[src/rtl/core/lmrp_pkg.sv]
`timescale 1ns / 1ps
`default_nettype none
// ----------------------------------------------------------------------------
// lmrp_pkg
// shared widths, register indexes and the match request type of the
// lane marker row pair matcher
// ----------------------------------------------------------------------------
package lmrp_pkg;

  // field widths
  localparam int unsigned SLOT_W = 3;
  localparam int unsigned COL_W  = 10;
  localparam int unsigned Y_W    = 10;
  localparam int unsigned X_W    = 11;
  localparam int unsigned TOL_W  = 11;
  localparam int unsigned CFG_W  = 11;
  localparam int unsigned IDX_W  = 2;

  // edges closer than this never pair
  localparam logic [COL_W-1:0] MIN_SPACING = 10'd5;

  // configuration register indexes
  localparam logic [IDX_W-1:0] REG_X_OFFSET  = 2'd0;
  localparam logic [IDX_W-1:0] REG_MAX_GAP   = 2'd1;
  localparam logic [IDX_W-1:0] REG_MATCH_TOL = 2'd2;

  // configuration reset values
  localparam logic [COL_W-1:0] X_OFFSET_RST  = 10'd0;
  localparam logic [COL_W-1:0] MAX_GAP_RST   = 10'd50;
  localparam logic [TOL_W-1:0] MATCH_TOL_RST = 11'd1;

  // row end request from the edge unit to the match sequencer
  typedef struct packed {
    logic           start;
    logic           bank;    // bank holding the points of the closing row
    logic [Y_W-1:0] near_y;
    logic [Y_W-1:0] far_y;
  } match_req_t;

endpackage
`default_nettype wire

[src/rtl/core/lmrp_point_ram.sv]
`timescale 1ns / 1ps
`default_nettype none
// ----------------------------------------------------------------------------
// lmrp_point_ram
// one write port, one read port point memory with registered read data
// ----------------------------------------------------------------------------
module lmrp_point_ram #(
  parameter int unsigned DEPTH  = 8,
  parameter int unsigned WIDTH  = 11,
  parameter int unsigned ADDR_W = 3
) (
  input  wire logic              clk_i,
  input  wire logic              wr_en_i,
  input  wire logic [ADDR_W-1:0] wr_addr_i,
  input  wire logic [WIDTH-1:0]  wr_data_i,
  input  wire logic [ADDR_W-1:0] rd_addr_i,
  output logic      [WIDTH-1:0]  rd_data_o
);

  logic [WIDTH-1:0] mem [DEPTH];

  // write port
  always_ff @(posedge clk_i) begin
    if (wr_en_i) begin
      mem[wr_addr_i] <= wr_data_i;
    end
  end

  // read port, registered read data
  always_ff @(posedge clk_i) begin
    rd_data_o <= mem[rd_addr_i];
  end

endmodule
`default_nettype wire

[src/rtl/core/lmrp_edge_unit.sv]
`timescale 1ns / 1ps
`default_nettype none
// ----------------------------------------------------------------------------
// lmrp_edge_unit
// pairs edges within a scan row into marker points, writes them to the
// current point bank and swaps the banks at row end
// ----------------------------------------------------------------------------
module lmrp_edge_unit #(
  parameter int unsigned MAX_POINTS = 8,
  parameter int unsigned PT_IDX_W   = 3,
  parameter int unsigned PT_CNT_W   = 4
) (
  input  wire logic                         clk_i,
  input  wire logic                         rst_ni,
  input  wire logic                         fire_i,
  input  wire logic [lmrp_pkg::SLOT_W-1:0]  row_slot_i,
  input  wire logic [lmrp_pkg::Y_W-1:0]     row_y_i,
  input  wire logic [lmrp_pkg::COL_W-1:0]   column_i,
  input  wire logic                         edge_req_i,
  input  wire logic                         row_end_i,
  input  wire logic [lmrp_pkg::COL_W-1:0]   x_offset_i,
  input  wire logic [lmrp_pkg::COL_W-1:0]   max_gap_i,
  output logic                              wr_en_o,
  output logic                              wr_bank_o,
  output logic      [PT_IDX_W-1:0]          wr_addr_o,
  output logic      [lmrp_pkg::X_W-1:0]     wr_data_o,
  output lmrp_pkg::match_req_t              req_o,
  output logic      [PT_CNT_W-1:0]          prev_cnt_o,
  output logic      [PT_CNT_W-1:0]          cur_cnt_o
);
  import lmrp_pkg::*;

  localparam logic [PT_CNT_W-1:0] CNT_FULL = PT_CNT_W'(MAX_POINTS);

  logic [COL_W-1:0]    last_col_q, last_col_d;
  logic [PT_CNT_W-1:0] cur_cnt_q, cur_cnt_d;
  logic [PT_CNT_W-1:0] prev_cnt_q, prev_cnt_d;
  logic [Y_W-1:0]      prev_y_q, prev_y_d;
  logic                bank_q, bank_d;

  logic [COL_W-1:0] col_dist;
  logic [COL_W-1:0] hi_col;
  logic [COL_W-1:0] half_mid;
  logic [X_W-1:0]   mid_x;
  logic             edge_hit;
  logic             pair_hit;
  logic             has_room;
  logic [PT_CNT_W-1:0] cnt_after;

  // distance, midpoint and pairing test
  always_comb begin
    edge_hit = edge_req_i && (column_i != '0);
    if (column_i > last_col_q) begin
      col_dist = column_i - last_col_q;
      hi_col   = column_i;
    end else begin
      col_dist = last_col_q - column_i;
      hi_col   = last_col_q;
    end
    half_mid = hi_col - {1'b0, col_dist[COL_W-1:1]};
    mid_x    = {1'b0, half_mid} + {1'b0, x_offset_i};
    pair_hit = edge_hit && (last_col_q != '0) && (col_dist > MIN_SPACING)
               && (col_dist < max_gap_i);
    has_room = cur_cnt_q < CNT_FULL;
  end

  // point write into the current bank
  assign wr_en_o   = fire_i && pair_hit && has_room;
  assign wr_bank_o = bank_q;
  assign wr_addr_o = cur_cnt_q[PT_IDX_W-1:0];
  assign wr_data_o = mid_x;

  // edge memory, counts and bank swap
  always_comb begin
    last_col_d = last_col_q;
    cur_cnt_d  = cur_cnt_q;
    prev_cnt_d = prev_cnt_q;
    prev_y_d   = prev_y_q;
    bank_d     = bank_q;
    cnt_after  = cur_cnt_q;
    if (fire_i && edge_hit) begin
      if (pair_hit) begin
        last_col_d = '0;
        if (has_room) begin
          cnt_after = cur_cnt_q + PT_CNT_W'(1);
        end
      end else begin
        last_col_d = column_i;
      end
    end
    cur_cnt_d = cnt_after;
    if (fire_i && row_end_i) begin
      last_col_d = '0;
      cur_cnt_d  = '0;
      prev_cnt_d = cnt_after;
      prev_y_d   = row_y_i;
      bank_d     = ~bank_q;
    end
  end

  // match request for the closing row
  always_comb begin
    req_o.start  = fire_i && row_end_i && (row_slot_i != '0)
                   && (prev_cnt_q != '0) && (cnt_after != '0);
    req_o.bank   = bank_q;
    req_o.near_y = prev_y_q;
    req_o.far_y  = row_y_i;
    prev_cnt_o   = prev_cnt_q;
    cur_cnt_o    = cnt_after;
  end

  // state registers
  always_ff @(posedge clk_i or negedge rst_ni) begin
    if (!rst_ni) begin
      last_col_q <= '0;
      cur_cnt_q  <= '0;
      prev_cnt_q <= '0;
      prev_y_q   <= '0;
      bank_q     <= 1'b0;
    end else begin
      last_col_q <= last_col_d;
      cur_cnt_q  <= cur_cnt_d;
      prev_cnt_q <= prev_cnt_d;
      prev_y_q   <= prev_y_d;
      bank_q     <= bank_d;
    end
  end

endmodule
`default_nettype wire

[src/rtl/core/lmrp_match_seq.sv]
`timescale 1ns / 1ps
`default_nettype none
// ----------------------------------------------------------------------------
// lmrp_match_seq
// walks every previous row point against every current row point, reading
// both point banks, and emits matching pairs through an output register
// ----------------------------------------------------------------------------
module lmrp_match_seq #(
  parameter int unsigned PT_IDX_W = 3,
  parameter int unsigned PT_CNT_W = 4
) (
  input  wire logic                        clk_i,
  input  wire logic                        rst_ni,
  input  wire lmrp_pkg::match_req_t        req_i,
  input  wire logic [PT_CNT_W-1:0]         prev_cnt_i,
  input  wire logic [PT_CNT_W-1:0]         cur_cnt_i,
  input  wire logic [lmrp_pkg::TOL_W-1:0]  match_tol_i,
  input  wire logic [lmrp_pkg::X_W-1:0]    prev_x_i,
  input  wire logic [lmrp_pkg::X_W-1:0]    cur_x_i,
  output logic      [PT_IDX_W-1:0]         prev_addr_o,
  output logic      [PT_IDX_W-1:0]         cur_addr_o,
  output logic                             rd_bank_o,
  output logic                             idle_o,
  output logic                             out_valid_o,
  input  wire logic                        out_ready_i,
  output logic      [lmrp_pkg::X_W-1:0]    near_x_o,
  output logic      [lmrp_pkg::Y_W-1:0]    near_y_o,
  output logic      [lmrp_pkg::X_W-1:0]    far_x_o,
  output logic      [lmrp_pkg::Y_W-1:0]    far_y_o,
  output logic                             segment_last_o
);
  import lmrp_pkg::*;

  typedef enum logic [1:0] {
    ST_IDLE,
    ST_READ,
    ST_CMP,
    ST_FLUSH
  } state_e;

  state_e              state_q;
  logic [PT_IDX_W-1:0] i_q, u_q;
  logic [PT_CNT_W-1:0] prev_cnt_q, cur_cnt_q;
  logic [Y_W-1:0]      near_y_q, far_y_q;
  logic                bank_q;

  // held match, emitted once the next one is known or the walk ends
  logic                pend_v_q;
  logic [X_W-1:0]      pend_near_x_q, pend_far_x_q;

  logic                out_v_q;
  logic [X_W-1:0]      out_near_x_q, out_far_x_q;
  logic [Y_W-1:0]      out_near_y_q, out_far_y_q;
  logic                out_last_q;

  logic [X_W-1:0]      diff;
  logic                hit;
  logic                out_free;
  logic                cmp_go;
  logic                out_load;
  logic                u_end, i_end;

  // pair compare and loop end tests
  always_comb begin
    diff     = (prev_x_i > cur_x_i) ? (prev_x_i - cur_x_i) : (cur_x_i - prev_x_i);
    hit      = diff <= match_tol_i;
    out_free = !out_v_q || out_ready_i;
    cmp_go   = !hit || !pend_v_q || out_free;
    out_load = ((state_q == ST_CMP) && cmp_go && hit && pend_v_q)
               || ((state_q == ST_FLUSH) && pend_v_q && out_free);
    u_end    = ({1'b0, PT_CNT_W'(u_q)} + (PT_CNT_W+1)'(1)) == {1'b0, cur_cnt_q};
    i_end    = ({1'b0, PT_CNT_W'(i_q)} + (PT_CNT_W+1)'(1)) == {1'b0, prev_cnt_q};
  end

  assign prev_addr_o    = i_q;
  assign cur_addr_o     = u_q;
  assign rd_bank_o      = bank_q;
  assign idle_o         = (state_q == ST_IDLE);
  assign out_valid_o    = out_v_q;
  assign near_x_o       = out_near_x_q;
  assign near_y_o       = out_near_y_q;
  assign far_x_o        = out_far_x_q;
  assign far_y_o        = out_far_y_q;
  assign segment_last_o = out_last_q;

  // sequencer, held match and output register
  always_ff @(posedge clk_i or negedge rst_ni) begin
    if (!rst_ni) begin
      state_q       <= ST_IDLE;
      i_q           <= '0;
      u_q           <= '0;
      prev_cnt_q    <= '0;
      cur_cnt_q     <= '0;
      near_y_q      <= '0;
      far_y_q       <= '0;
      bank_q        <= 1'b0;
      pend_v_q      <= 1'b0;
      pend_near_x_q <= '0;
      pend_far_x_q  <= '0;
      out_v_q       <= 1'b0;
      out_near_x_q  <= '0;
      out_far_x_q   <= '0;
      out_near_y_q  <= '0;
      out_far_y_q   <= '0;
      out_last_q    <= 1'b0;
    end else begin
      if (out_load) begin
        out_v_q <= 1'b1;
      end else if (out_ready_i) begin
        out_v_q <= 1'b0;
      end
      case (state_q)
        ST_IDLE: begin
          if (req_i.start) begin
            i_q        <= '0;
            u_q        <= '0;
            prev_cnt_q <= prev_cnt_i;
            cur_cnt_q  <= cur_cnt_i;
            near_y_q   <= req_i.near_y;
            far_y_q    <= req_i.far_y;
            bank_q     <= req_i.bank;
            state_q    <= ST_READ;
          end
        end
        ST_READ: begin
          state_q <= ST_CMP;
        end
        ST_CMP: begin
          if (cmp_go) begin
            if (hit) begin
              if (pend_v_q) begin
                out_near_x_q <= pend_near_x_q;
                out_far_x_q  <= pend_far_x_q;
                out_near_y_q <= near_y_q;
                out_far_y_q  <= far_y_q;
                out_last_q   <= 1'b0;
              end
              pend_v_q      <= 1'b1;
              pend_near_x_q <= prev_x_i;
              pend_far_x_q  <= cur_x_i;
            end
            if (u_end) begin
              u_q <= '0;
              if (i_end) begin
                state_q <= ST_FLUSH;
              end else begin
                i_q     <= i_q + PT_IDX_W'(1);
                state_q <= ST_READ;
              end
            end else begin
              u_q     <= u_q + PT_IDX_W'(1);
              state_q <= ST_READ;
            end
          end
        end
        ST_FLUSH: begin
          if (!pend_v_q) begin
            state_q <= ST_IDLE;
          end else if (out_free) begin
            out_near_x_q <= pend_near_x_q;
            out_far_x_q  <= pend_far_x_q;
            out_near_y_q <= near_y_q;
            out_far_y_q  <= far_y_q;
            out_last_q   <= 1'b1;
            pend_v_q     <= 1'b0;
            state_q      <= ST_IDLE;
          end
        end
        default: begin
          state_q <= ST_IDLE;
        end
      endcase
    end
  end

endmodule
`default_nettype wire

[src/rtl/core/lane_marker_row_pair_matcher_core.sv]
`timescale 1ns / 1ps
`default_nettype none
// ----------------------------------------------------------------------------
// lane_marker_row_pair_matcher_core
// pairs edge pixels of scan rows into marker points and links points of
// adjacent rows into segments
// ----------------------------------------------------------------------------
// Pixels of a row stream at one per clock while no match walk holds the
// input. A row end item of a row other than the nearest one, when that row
// and the previous one both hold points, starts a walk over the stored
// points: each pair of a previous row point and a current row point is read
// from both point banks, then compared, and a final flush step emits the
// last match. The input is not ready from the row end until the walk ends,
// and stalls on the output side hold the walk. Points live in two banks of
// MAX_POINTS entries that swap roles at each row end, so no copy pass is
// needed.
module lane_marker_row_pair_matcher_core #(
  parameter int unsigned MAX_POINTS = 8
) (
  input  wire logic        clk_i,
  input  wire logic        rst_ni,
  // slave side
  input  wire logic        s_axis_tvalid,
  output logic             s_axis_tready,
  // row_slot[2:0], row_y[12:3], column[22:13], edge_req[23]
  input  wire logic [23:0] s_axis_tdata,
  input  wire logic        s_axis_tlast,   // row_end
  // master side
  output logic             m_axis_tvalid,
  input  wire logic        m_axis_tready,
  // near_x[10:0], near_y[20:11], far_x[31:21], far_y[41:32], zeros[47:42]
  output logic      [47:0] m_axis_tdata,
  output logic             m_axis_tlast,   // segment_last
  // configuration write port
  input  wire logic                        cfg_we_i,
  input  wire logic [lmrp_pkg::IDX_W-1:0]  cfg_idx_i,
  input  wire logic [lmrp_pkg::CFG_W-1:0]  cfg_wdata_i
);
  import lmrp_pkg::*;

  localparam int unsigned PT_IDX_W = (MAX_POINTS > 1) ? $clog2(MAX_POINTS) : 1;
  localparam int unsigned PT_CNT_W = $clog2(MAX_POINTS + 1);

  logic [COL_W-1:0] x_offset_q;
  logic [COL_W-1:0] max_gap_q;
  logic [TOL_W-1:0] match_tol_q;

  logic                in_fire;
  logic                idle;
  logic                wr_en;
  logic                wr_bank;
  logic [PT_IDX_W-1:0] wr_addr;
  logic [X_W-1:0]      wr_data;
  match_req_t          req;
  logic [PT_CNT_W-1:0] prev_cnt;
  logic [PT_CNT_W-1:0] cur_cnt;
  logic [PT_IDX_W-1:0] prev_addr, cur_addr;
  logic                rd_bank;
  logic [PT_IDX_W-1:0] rd_addr0, rd_addr1;
  logic [X_W-1:0]      rd_data0, rd_data1;
  logic [X_W-1:0]      prev_x, cur_x;
  logic [X_W-1:0]      near_x, far_x;
  logic [Y_W-1:0]      near_y, far_y;

  // configuration registers
  always_ff @(posedge clk_i or negedge rst_ni) begin
    if (!rst_ni) begin
      x_offset_q  <= X_OFFSET_RST;
      max_gap_q   <= MAX_GAP_RST;
      match_tol_q <= MATCH_TOL_RST;
    end else if (cfg_we_i) begin
      case (cfg_idx_i)
        REG_X_OFFSET:  x_offset_q  <= cfg_wdata_i[COL_W-1:0];
        REG_MAX_GAP:   max_gap_q   <= cfg_wdata_i[COL_W-1:0];
        REG_MATCH_TOL: match_tol_q <= cfg_wdata_i[TOL_W-1:0];
        default: begin
        end
      endcase
    end
  end

  // input handshake
  assign s_axis_tready = idle;
  assign in_fire       = s_axis_tvalid && idle;

  // edge pairing and bank bookkeeping
  lmrp_edge_unit #(
    .MAX_POINTS (MAX_POINTS),
    .PT_IDX_W   (PT_IDX_W),
    .PT_CNT_W   (PT_CNT_W)
  ) u_edge (
    .clk_i      (clk_i),
    .rst_ni     (rst_ni),
    .fire_i     (in_fire),
    .row_slot_i (s_axis_tdata[2:0]),
    .row_y_i    (s_axis_tdata[12:3]),
    .column_i   (s_axis_tdata[22:13]),
    .edge_req_i (s_axis_tdata[23]),
    .row_end_i  (s_axis_tlast),
    .x_offset_i (x_offset_q),
    .max_gap_i  (max_gap_q),
    .wr_en_o    (wr_en),
    .wr_bank_o  (wr_bank),
    .wr_addr_o  (wr_addr),
    .wr_data_o  (wr_data),
    .req_o      (req),
    .prev_cnt_o (prev_cnt),
    .cur_cnt_o  (cur_cnt)
  );

  // bank address steering: rd_bank holds the closing row's points
  always_comb begin
    if (rd_bank) begin
      rd_addr0 = prev_addr;
      rd_addr1 = cur_addr;
      prev_x   = rd_data0;
      cur_x    = rd_data1;
    end else begin
      rd_addr0 = cur_addr;
      rd_addr1 = prev_addr;
      prev_x   = rd_data1;
      cur_x    = rd_data0;
    end
  end

  // point banks
  lmrp_point_ram #(
    .DEPTH  (MAX_POINTS),
    .WIDTH  (X_W),
    .ADDR_W (PT_IDX_W)
  ) u_bank0 (
    .clk_i     (clk_i),
    .wr_en_i   (wr_en && !wr_bank),
    .wr_addr_i (wr_addr),
    .wr_data_i (wr_data),
    .rd_addr_i (rd_addr0),
    .rd_data_o (rd_data0)
  );

  lmrp_point_ram #(
    .DEPTH  (MAX_POINTS),
    .WIDTH  (X_W),
    .ADDR_W (PT_IDX_W)
  ) u_bank1 (
    .clk_i     (clk_i),
    .wr_en_i   (wr_en && wr_bank),
    .wr_addr_i (wr_addr),
    .wr_data_i (wr_data),
    .rd_addr_i (rd_addr1),
    .rd_data_o (rd_data1)
  );

  // row pair walk and output register
  lmrp_match_seq #(
    .PT_IDX_W (PT_IDX_W),
    .PT_CNT_W (PT_CNT_W)
  ) u_match (
    .clk_i          (clk_i),
    .rst_ni         (rst_ni),
    .req_i          (req),
    .prev_cnt_i     (prev_cnt),
    .cur_cnt_i      (cur_cnt),
    .match_tol_i    (match_tol_q),
    .prev_x_i       (prev_x),
    .cur_x_i        (cur_x),
    .prev_addr_o    (prev_addr),
    .cur_addr_o     (cur_addr),
    .rd_bank_o      (rd_bank),
    .idle_o         (idle),
    .out_valid_o    (m_axis_tvalid),
    .out_ready_i    (m_axis_tready),
    .near_x_o       (near_x),
    .near_y_o       (near_y),
    .far_x_o        (far_x),
    .far_y_o        (far_y),
    .segment_last_o (m_axis_tlast)
  );

  // output packing
  assign m_axis_tdata = {6'd0, far_y, far_x, near_y, near_x};

endmodule
`default_nettype wire

[config.mk]
export PLATFORM = sky130hd
export DESIGN_NAME = lane_marker_row_pair_matcher_core
export DESIGN_NICKNAME = d
export VERILOG_FILES = /design/src/rtl/core/lmrp_pkg.sv /design/src/rtl/core/lmrp_point_ram.sv /design/src/rtl/core/lmrp_edge_unit.sv /design/src/rtl/core/lmrp_match_seq.sv /design/src/rtl/core/lane_marker_row_pair_matcher_core.sv
export SDC_FILE = /design/constraint.sdc
export NUM_CORES = 1
export LEC_CHECK = 0
export ABC_AREA = 0
export BUFFER_PORTS_ARGS = -buffer_cell sky130_fd_sc_hd__buf_2
export CORE_ASPECT_RATIO = 1.4
export CORE_MARGIN = 2
export CORE_UTILIZATION = 45
export DETAILED_ROUTE_END_ITERATION = 6
export PLACE_DENSITY = 0.64
export SLEW_MARGIN = 20
export SYNTH_ARGS = -nofsm -noshare
export SYNTH_HDL_FRONTEND = slang
export SYNTH_SLANG_ARGS = --single-unit
[constraint.sdc]
create_clock -name clk_i -period 9 [get_ports clk_i]
set_input_delay 0.45 -clock clk_i [delete_from_list [all_inputs] [get_ports clk_i]]
set_output_delay 0.45 -clock clk_i [all_outputs]
set_load 0.01 [all_outputs]
# == After elaboration in Yosys (flattened, before gate mapping) ==
# Memory sizes are Yosys's and may differ from the RTL's. A register that Yosys moved wholly into a read port is not among the register bits.
# Index checks and enable logic that the tools add are counted.
# totals
ff_bits,164
latchBits,0
ramBits,176
rom_bits,0
in_bits,43
out_inout_bits,51
memories,2
# mem_list
name,depth,word_bits,rd,rd_ports_with_merged_regs,wr,line,source
u_bank0.mem,8,11,1,1,1,lmrp_point_ram.sv:20,logic [WIDTH-1:0] mem [DEPTH];
u_bank1.mem,8,11,1,1,1,lmrp_point_ram.sv:20,
# classes
add_sub_neg,11
mul,0
div_mod_pow,0
n_lt_le_gt_ge,6
eq_ne,16
n_shift,0
muxes,70
bitwise,1
n_reduce_logical,48
# ops
operator,count
$mux 10,15
$mux 11,13
$pmux 11 s2,2
$pmux 10 s2,2
$mux 3,8
$sub 11x11->11,2
$reduce_bool 10->1,2
$sub 10x10->10,2
$logic_and 1x1->1,19
$mux 4,4
$mux 1,15
$ne 2x1->1 const B,7
$mux 2,6
$pmux 3 s2,2
$reduce_and 3->1,4
$add 10x10->11,1
$gt 11x11->1,1
$le 11x11->1,1
$eq 5x4->1,2
$gt 10x10->1,1
$gt 10x3->1 const B,1
$lt 10x10->1,1
$sub 10x9->10,1
$add 3x1->4 const B,2
other kinds (19),38

# == Logic depth before layout (Yosys ltp) ==
# Gate-level depths: netlist (run 1).
# depth
ltp_word,12
depth_mapped,28

# == Hierarchy ==
# A second synthesis (run 1) with hierarchy kept.
# hier_totals
hier_cells,1307
area_unflattened_um2,17874.6
# by_module_without_submodules
mod,n_inst,cells_per_inst,area_each_um2
lmrp_point_ram,2,150,3657.3
lmrp_match_seq,1,459,5253.8
lmrp_edge_unit,1,439,3662.3
lane_marker_row_pair_matcher_core,1,109,1644.1

# == Worst setup path before layout (run 1) ==
# OpenSTA, ideal clock, no wires.
# synth_timing
path_kind,register to register
from,register u_match.bank_q (netlist: u_match.rd_bank_o)
to,register u_match.out_far_x_q[0] (netlist: u_match.far_x_o[0])
setup_time_ps,125
arrival_time_ps,6755
required_ps,8875
slack_ps,2121
stages_incl_launch_ff,25
period_less_slack_ps,6879
cell_sequence,dfrtp_1 > buf_1 > buf_1 > mux2i_1 > inv_1 > ha_1 > nor2b_1 > o21ai_0 > a21oi_1 > o41ai_1 > or3b_2 > a21oi_1 > clkbuf_1 > mux2_2 > ha_1 > nor2b_1 > o21a_1 > o21a_1 > o21ai_0 > a21oi_1 > o31ai_1 > nor2_1 > nor3_1 > clkbuf_1 > mux2_2
# synth_between
elab_chain_len,9
word_cells_on_any_way,13
# synth_rtl
item,line,source
start: declaration,lmrp_match_seq.sv:45,logic bank_q;
start signal: assignment,lmrp_match_seq.sv:121,bank_q <= req_i.bank;
$mux 11 (*),lane_marker_row_pair_matcher_core.sv:113,if (rd_bank) begin
named net cur_x[1],lane_marker_row_pair_matcher_core.sv:61,"logic [X_W-1:0] prev_x, cur_x;"
$sub 11x11->11 / $gt 11x11->1 (equally long branches),lmrp_match_seq.sv:65,diff = (prev_x_i > cur_x_i) ? (prev_x_i - cur_x_i) : (cur_x_i - prev_x_i);
$mux 11 (*),lmrp_match_seq.sv:65,
$le 11x11->1 (*),lmrp_match_seq.sv:66,hit = diff <= match_tol_i;
$logic_not 1->1,lmrp_match_seq.sv:68,cmp_go = !hit || !pend_v_q || out_free;
$logic_or 1x1->1 (2 in a row),lmrp_match_seq.sv:68,
$ne 2x1->1 (no source line),n/a,
$reduce_and 6->1 (no source line) (*),n/a,
end signal: assignment,lmrp_match_seq.sv:133,out_far_x_q <= pend_far_x_q;
end signal: assignment,lmrp_match_seq.sv:161,out_far_x_q <= pend_far_x_q;
end: declaration,lmrp_match_seq.sv:52,"logic [X_W-1:0] out_near_x_q, out_far_x_q;"
# The timed path passes the listed nets; every way through them passes the cells marked *.
# A chain may end at the register's enable or synchronous reset.

# == Worst setup path in the final report (run 1) ==
# layout_timing
from,register u_match.bank_q (netlist: u_match.rd_bank_o)
to,register u_match.out_near_x_q[9] (netlist: u_match.near_x_o[9])
# layout_between
elab_chain_len,9
word_cells_on_any_way,13
# layout_rtl
item,line,source
$mux 11 (*),lane_marker_row_pair_matcher_core.sv:113,
named net cur_x[1],lane_marker_row_pair_matcher_core.sv:61,
$sub 11x11->11 / $gt 11x11->1 (equally long branches),lmrp_match_seq.sv:65,
$mux 11 (*),lmrp_match_seq.sv:65,
$le 11x11->1 (*),lmrp_match_seq.sv:66,
$logic_not 1->1,lmrp_match_seq.sv:68,
$logic_or 1x1->1 (2 in a row),lmrp_match_seq.sv:68,
$ne 2x1->1 (no source line),n/a,
$reduce_and 6->1 (no source line) (*),n/a,
end signal: assignment,lmrp_match_seq.sv:132,out_near_x_q <= pend_near_x_q;
end signal: assignment,lmrp_match_seq.sv:160,out_near_x_q <= pend_near_x_q;
end: declaration,lmrp_match_seq.sv:52,
# Marked as above.

==> results.json, run 1 <==
{
  "status": "finished, violations left",
  "violations": "negative hold slack",
  "place_hpwl_um": 26630,
  "synthDominantCellAreaShare": 0.3027,
  "path_max_fanout": 42,
  "seqCellArea_um2": 9834,
  "synth_top_area_cell": "edfxtp_1",
  "initial_core_util": 0.4548,
  "slew_violations": 0,
  "vias": 10520,
  "ys_top_cells_by_area": "edfxtp_1 30%, dfrtp_1 23%, mux2_2 7.2%",
  "syn_area_um2": 17460,
  "ioPinCount": 94,
  "grt.overflow.total": 0,
  "maxCapViolations": 0,
  "skew_ps": 21.40,
  "tns_ps": 0,
  "fin_crit_sh": 0.7421,
  "synthFlopType": "edfxtp_1",
  "critPathLaunchType": "flop",
  "grt_use_total": 0.1907,
  "cts_hold_buf": 0,
  "die-area_um2": 40420,
  "max_slew_margin": 0.2672,
  "multi_input_comb_area_um2": 7169,
  "antenna_cells": 0,
  "yosysWarningCount": 0,
  "synth.distinct_cells": 77,
  "antenna_found_initial": 0,
  "numCtsBuffers": 37,
  "gp_congestion": 0.8628,
  "worst_hold_slack_ps": -14.48,
  "crit_type": "flop to flop",
  "cts-root-buf": "clkbuf_16",
  "synth.avg_cell_area_um2": 13.60,
  "finalWirelength_um": 37920,
  "async_flop_share": 0.4530,
  "critical_path_arrival_ps": 7100,
  "post_cts_buffers": 0,
  "core.rowCount": 85,
  "hold_viol": 7,
  "setup_viol": 0,
  "fillers": 3315,
  "synth_seq_area_share": 0.5632,
  "ys_ff_latch": 362,
  "clock_latency_ps": 550,
  "cts_tree": "yes",
  "die_w_um": 170.5,
  "nets": 1515,
  "cts.sinks": 362,
  "synth_edf_count": 176,
  "first_global_vias": 10730,
  "core-area_um2": 38390,
  "wl_per_cell_um": 19.58,
  "portBuffers": 87,
  "via_per_inst": 5.431,
  "layout-drive-gt1-share": 0.2707,
  "clkTransAtPathRegs_ps": 60,
  "grt_pass1_wl_um": 59530,
  "fmax_mhz": 149.7,
  "syn_to_final_growth_pct": 13.59,
  "worst_pin_slew_ps": 1078,
  "cts_buffer_depth": 3,
  "rsz0062_at_grt": "false",
  "drc": 0,
  "hp-class": "input port to asynchronous set/reset pin",
  "critPathCaptureType": "flop",
  "post_cts_resized": 0,
  "synth_cells": 1284,
  "ant_nets": 0,
  "drt_iter0_drc": 676,
  "h-tree-depth": 2,
  "grt_max_degree": 91,
  "finalCriticalPeriod_ps": 6679,
  "worstPathRequired_ps": 9420,
  "die_h_um": 237.1,
  "drtPass1Iterations": 5
}
-- cells in the final DEF (no fill, tap or decap), types with 30 or more instances in the layout --
| cell type | n |
|---|---|
| a21oi_1 | 72 |
| clkbuf_16 | 37 |
| dfrtp_1 | 160 |
| ha_1 | 80 |
| edfxtp_1 | 176 |
| buf_2 | 86 |
| nand2_1 | 43 |
| mux4_2 | 44 |
| mux2_2 | 112 |
| inv_1 | 86 |
| buf_4 | 30 |
| mux2i_1 | 38 |
| nor2_1 | 55 |
-- cell families after synthesis --
kind of cell | count (synthesis) | synth area share
AND/OR/NAND/NOR | 206 | 0.05984
buffers and inverters | 145 | 0.03561
multiplexers | 224 | 0.1741
AO/OA/AOI/OAI | 221 | 0.08320
other | 1 | 0.0002148
flip-flops | 362 | 0.5632
adder cells (fa/ha/maj) | 87 | 0.06478
XOR/XNOR | 38 | 0.01906
-- layout make-up --
type	count	share of cell area
multi-input cells	782	0.3615
flip-flops and latches	362	0.4959
clock inverters	17	0.007949
repair buffers	117	0.03363
clock buffers	51	0.05186
inverters	86	0.01628
well taps	522	0.03293
-- cells in the mapped netlist (8+ instances only) --
cell / number
nand2_1: 43
nor2b_1: 12
a21o_1: 24
edfxtp_1: 176
nor4_1: 10
dfrtp_1: 160
a31oi_1: 10
xnor2_1: 27
mux4_2: 44
a21oi_1: 72
nor3_1: 15
nand3_1: 16
o21a_1: 9
nor2_1: 55
inv_1: 86
mux2_4: 20
dfxtp_1: 22
mux2_2: 112
xor2_1: 11
ha_1: 80
clkbuf_1: 38
mux2i_1: 43
a211oi_1: 8
a22o_1: 11
o21ai_0: 29
nand2b_1: 13
-- worst max-delay path, stage by stage (launching register included) --
cell and delay, ps:
dfrtp_1 320, buf_4 420, mux2i_1 470, inv_1 150, ha_1 330, nor2b_1 130
o21ai_0 100, a21oi_1 200, o41ai_1 110, or3b_2 480, a21oi_1 140, buf_4 240
mux2_2 380, o211ai_1 170, nand2_1 90, xnor2_1 190, ha_1 270, and3_1 200
o2111ai_1 100, a21oi_1 60, o31ai_1 780, nor2_1 160, nor3_2 140, buf_4 480
mux2_2 400
-- flip-flops by register name, summed over array words and instances, names as in the netlist, 3 cells and up --
signal and count:
u_edge.cur_cnt_q 4, u_match.cur_cnt_q 4, u_match.near_y_o 10, u_edge.prev_y_q 10
u_bank0.mem 88, match_tol_q 11, u_match.far_y_o 10, u_match.pend_near_x_q 11
u_match.cur_addr_o 3, max_gap_q 10, u_bank1.mem 88, u_edge.prev_cnt_o 4
u_match.far_y_q 10, u_bank0.rd_data_o 11, u_bank1.rd_data_o 11, u_edge.last_col_q 10
x_offset_q 10, u_match.near_x_o 11, u_match.pend_far_x_q 11, u_match.prev_addr_o 3
u_match.prev_cnt_q 4, u_match.near_y_q 10, u_match.far_x_o 11
-- stage by stage --
stage	worst slack, ps	util	std cells	hold slack (ps)	instance area [µm²]
after detailed placement	2361	0.4853	1869	471.3	18630
after CTS	2304	0.5162	1937	20.48	19820
final	2321	0.5166	1937	-14.48	19830
after floorplan	2121	-	1289	154.4	17480
after global placement	2567	0.4853	1869	467.3	18630
after global routing	1727	0.5166	1937	45.42	19830
-- worst paths after layout --
| check | startpoint | endpoint | slack [ps] | depth (start not counted) |
|---|---|---|---|---|
| worst min register to register | u_match.near_y_q[9] | u_match.near_y_q[9] | 480 | 1 |
| worst max register to register | u_match.rd_bank_o | u_match.near_x_o[9] | 2320 | 24 |
| max in group asynchronous | rst_ni | u_match.near_x_o[7] | 7520 | 2 |
| min in group clk_i | s_axis_tdata[12] | u_match.far_y_q[9] | 160 | 2 |
| worst max-delay path | u_match.rd_bank_o | u_match.near_x_o[9] | 2320 | 24 |
| worst min-delay path | rst_ni | u_match.near_y_o[5] | -10 | 1 |
-- per-layer routing --
layer	wire length, µm	GRT usage
met1	15770	0.2379
met2	19880	0.3444
met3	1327	0.02390
met4	943	0.05646
met5	0	0
Power of run 1 is left out: the tool's default activity adds up to more than one toggle a clock period on the data nets, which glitch-free logic cannot reach.
==> run 2, diff against run 1 <==
--- a/config.mk
+++ b/config.mk
@@ -5,13 +5,13 @@
 export SDC_FILE = /design/constraint.sdc
 export NUM_CORES = 1
 export LEC_CHECK = 0
-export ABC_AREA = 0
+export ABC_AREA = 1
 export BUFFER_PORTS_ARGS = -buffer_cell sky130_fd_sc_hd__buf_2
 export CORE_ASPECT_RATIO = 1.4
 export CORE_MARGIN = 2
 export CORE_UTILIZATION = 45
 export DETAILED_ROUTE_END_ITERATION = 6
-export PLACE_DENSITY = 0.64
+export PLACE_DENSITY = 0.66
 export SLEW_MARGIN = 20
 export SYNTH_ARGS = -nofsm -noshare
 export SYNTH_HDL_FRONTEND = slang
==> constraint.sdc (replaced) <==
create_clock -name clk_i -period 6.1 [get_ports clk_i]
set_input_delay 0.305 -clock clk_i [delete_from_list [all_inputs] [get_ports clk_i]]
set_output_delay 0.305 -clock clk_i [all_outputs]
set_load 0.01 [all_outputs]
==> results.json, run 2 <==
{
  "status": "finished clean",
  "drt_iter0_drc": 884,
  "fmax_mhz": 182.3,
  "skew_ps": 19.23,
  "gp_congestion": 0.8904,
  "synth.most_common_cell": "nand2_1",
  "synth_seq_area_share": 0.5599,
  "tns_ps": 0,
  "worst_slack_ps": 615.3,
  "nets": 2138,
  "die_w_um": 171.0,
  "vias": 13160,
  "grt_use_total": 0.2118,
  "finalWirelength_um": 42200,
  "antenna_cells": 0,
  "synth_edf_count": 176,
  "syn_to_final_growth_pct": 13.34,
  "crit_type": "flop to flop",
  "slowest_stage": "ha_2",
  "post_cts_buffers": 0,
  "critPathLaunchType": "flop",
  "clkTransAtPathRegs_ps": 60,
  "place_hpwl_um": 29750,
  "top_regs": "u_bank0.mem: 88 flops, u_bank1.mem: 88 flops",
  "rr_startpoint": "u_match.rd_bank_o",
  "yosysWarningCount": 0,
  "r2r_cells": 35,
  "die_h_um": 237.8,
  "cts_tree": "yes",
  "slew_violations": 0,
  "ys_top_cells_by_area": "edfxtp_1 30%, dfrtp_1 23%, nand2_1 9.4%",
  "core.rowCount": 85,
  "hp-class": "input port to flop",
  "ant_nets": 0,
  "whs_path_depth": 3,
  "layout-drive-gt1-share": 0.1189,
  "max_slew_margin": 0.3639,
  "hold_viol": 0,
  "first_global_vias": 12980,
  "finalCriticalPeriod_ps": 5485,
  "synth_top_area_cell": "edfxtp_1",
  "pre_cts_ws_ps": 251.0,
  "synthDominantCellAreaShare": 0.3009,
  "drc": 0,
  "ys_ff_latch": 362,
  "worstPathRequired_ps": 6510,
  "synthFlopType": "edfxtp_1",
  "wl_per_cell_um": 16.50,
  "seqCellArea_um2": 9834,
  "critPathBufInv": 9,
  "drtPass1Iterations": 7,
  "cp_common_cell": "nand2_1",
  "initial_core_util": 0.4562,
  "path_max_fanout": 35,
  "synthTopCellsByCount": "441 x nand2_1, 231 x o21ai_0, 215 x nor2_1, 202 x inv_1, 176 x edfxtp_1",
  "grt_pass1_wl_um": 67430,
  "cts.sinks": 362,
  "setup_viol": 0,
  "critPathTopFamily": "compound AO/OA/AOI/OAI gates",
  "fin_crit_sh": 0.8991,
  "syn_area_um2": 17560,
  "critPathCaptureType": "flop",
  "grt.overflow.total": 0,
  "clock_latency_ps": 540,
  "synth.avg_cell_area_um2": 9.219,
  "portBuffers": 87,
  "maxCapViolations": 0,
  "rrSetupSlack_ps": 620,
  "fillers": 3597,
  "slowest_delay_ps": 400,
  "antenna_found_initial": 0,
  "whs_endpoint": "u_match.far_y_q[9]",
  "via_per_inst": 5.145,
  "grt_max_degree": 88,
  "multi_input_comb_area_um2": 6649,
  "final_common_cell": "nand2_1",
  "worst_hold_slack_ps": 44.04,
  "numCtsBuffers": 36,
  "synth.distinct_cells": 50,
  "cts-root-buf": "clkbuf_16",
  "cts_buffer_depth": 3,
  "worstHoldStart": "s_axis_tdata[12]",
  "worst_pin_slew_ps": 954.1,
  "core-area_um2": 38500,
  "ioPinCount": 94,
  "r2r_end": "u_match.near_x_o[10]",
  "async_flop_share": 0.4530,
  "h-tree-depth": 2,
  "die-area_um2": 40650,
  "synth_cells": 1905,
  "layout_common_cells": "440 x nand2_1, 226 x o21ai_0, 215 x nor2_1, 201 x inv_1, 176 x edfxtp_1",
  "critical_path_arrival_ps": 5890
}
==> run 2: cell types whose count changed in the layout (fill, tap and decap cells not counted), moves of 33 or more <==
| cell | delta |
|---|---|
| o21ai_0 | +197 |
| mux2_2 | -112 |
| nand2_1 | +397 |
| nand3_1 | +33 |
| inv_1 | +115 |
| nor2_1 | +160 |
| mux4_2 | -44 |
| mux2i_1 | -37 |
==> run 2: cell families (layout without fill, tap and decap cells) <==
group	Yosys count	after routing	share of synthesized area
adder cells (fa/ha/maj)	86	86	0.06383
AND/OR/NAND/NOR	773	773	0.1809
other	1	6	0.0002135
flip-flops	362	362	0.5599
AO/OA/AOI/OAI	365	365	0.1131
buffers and inverters	280	405	0.06305
multiplexers	1	1	0.0005699
XOR/XNOR	37	37	0.01845
==> run 2: metrics by stage <==
stage	utilization	instances	cell area, µm²
floorplan	-	1910	17580
global placement	0.4855	2492	18690
detailed placement	0.4855	2492	18690
CTS	0.5167	2557	19890
global route	0.5170	2557	19910
finish	0.5170	2557	19910
==> run 2: worst max-delay path by stage <==
stage,slack (ps),cells past startpoint,endpoint,from
6_report,620,35,u_match.near_x_o[10],u_match.rd_bank_o
5_1_grt,-10,33,u_match.far_x_o[2],u_match.rd_bank_o
4_1_cts,230,35,u_match.near_x_o[10],u_match.rd_bank_o
3_5_place_dp,250,35,u_match.near_x_o[10],u_match.rd_bank_o
3_3_place_gp,390,35,u_match.near_x_o[10],u_match.rd_bank_o
2_1_floorplan,710,36,u_match.far_x_o[0],u_match.rd_bank_o
==> run 2: timing repair <==
item / 4_1_cts / 5_1_grt
gates resized for setup: 0 / 6
hold endpoints to repair: 83 / 0
hold buffers: 1 / 0
endpoints found under the setup margin: 0 / 44
==> run 2: metal layers <==
metal  GRT usage  share of wire  up-vias
met5           0              0        -
met4     0.09168          0.041        0
met3     0.02647          0.037      108
met2      0.3854           0.52      289
met1      0.2480           0.40     6267
li1            -              -     6491
==> run 2: tightest hold or removal path, stage by stage <==
cell and delay (ps):
buf_2 90, inv_1 50, o21ai_0 80
==> run 2: layout make-up <==
class,count,area share
Multi-Input combinational cell,1268,0.3340
Inverter,208,0.03941
Sequential cell,362,0.4941
Clock buffer,47,0.04991
Clock inverter,17,0.009932
Timing Repair Buffer,133,0.03985
Tap cell,522,0.03281
Power of run 2 is left out for the same reason.
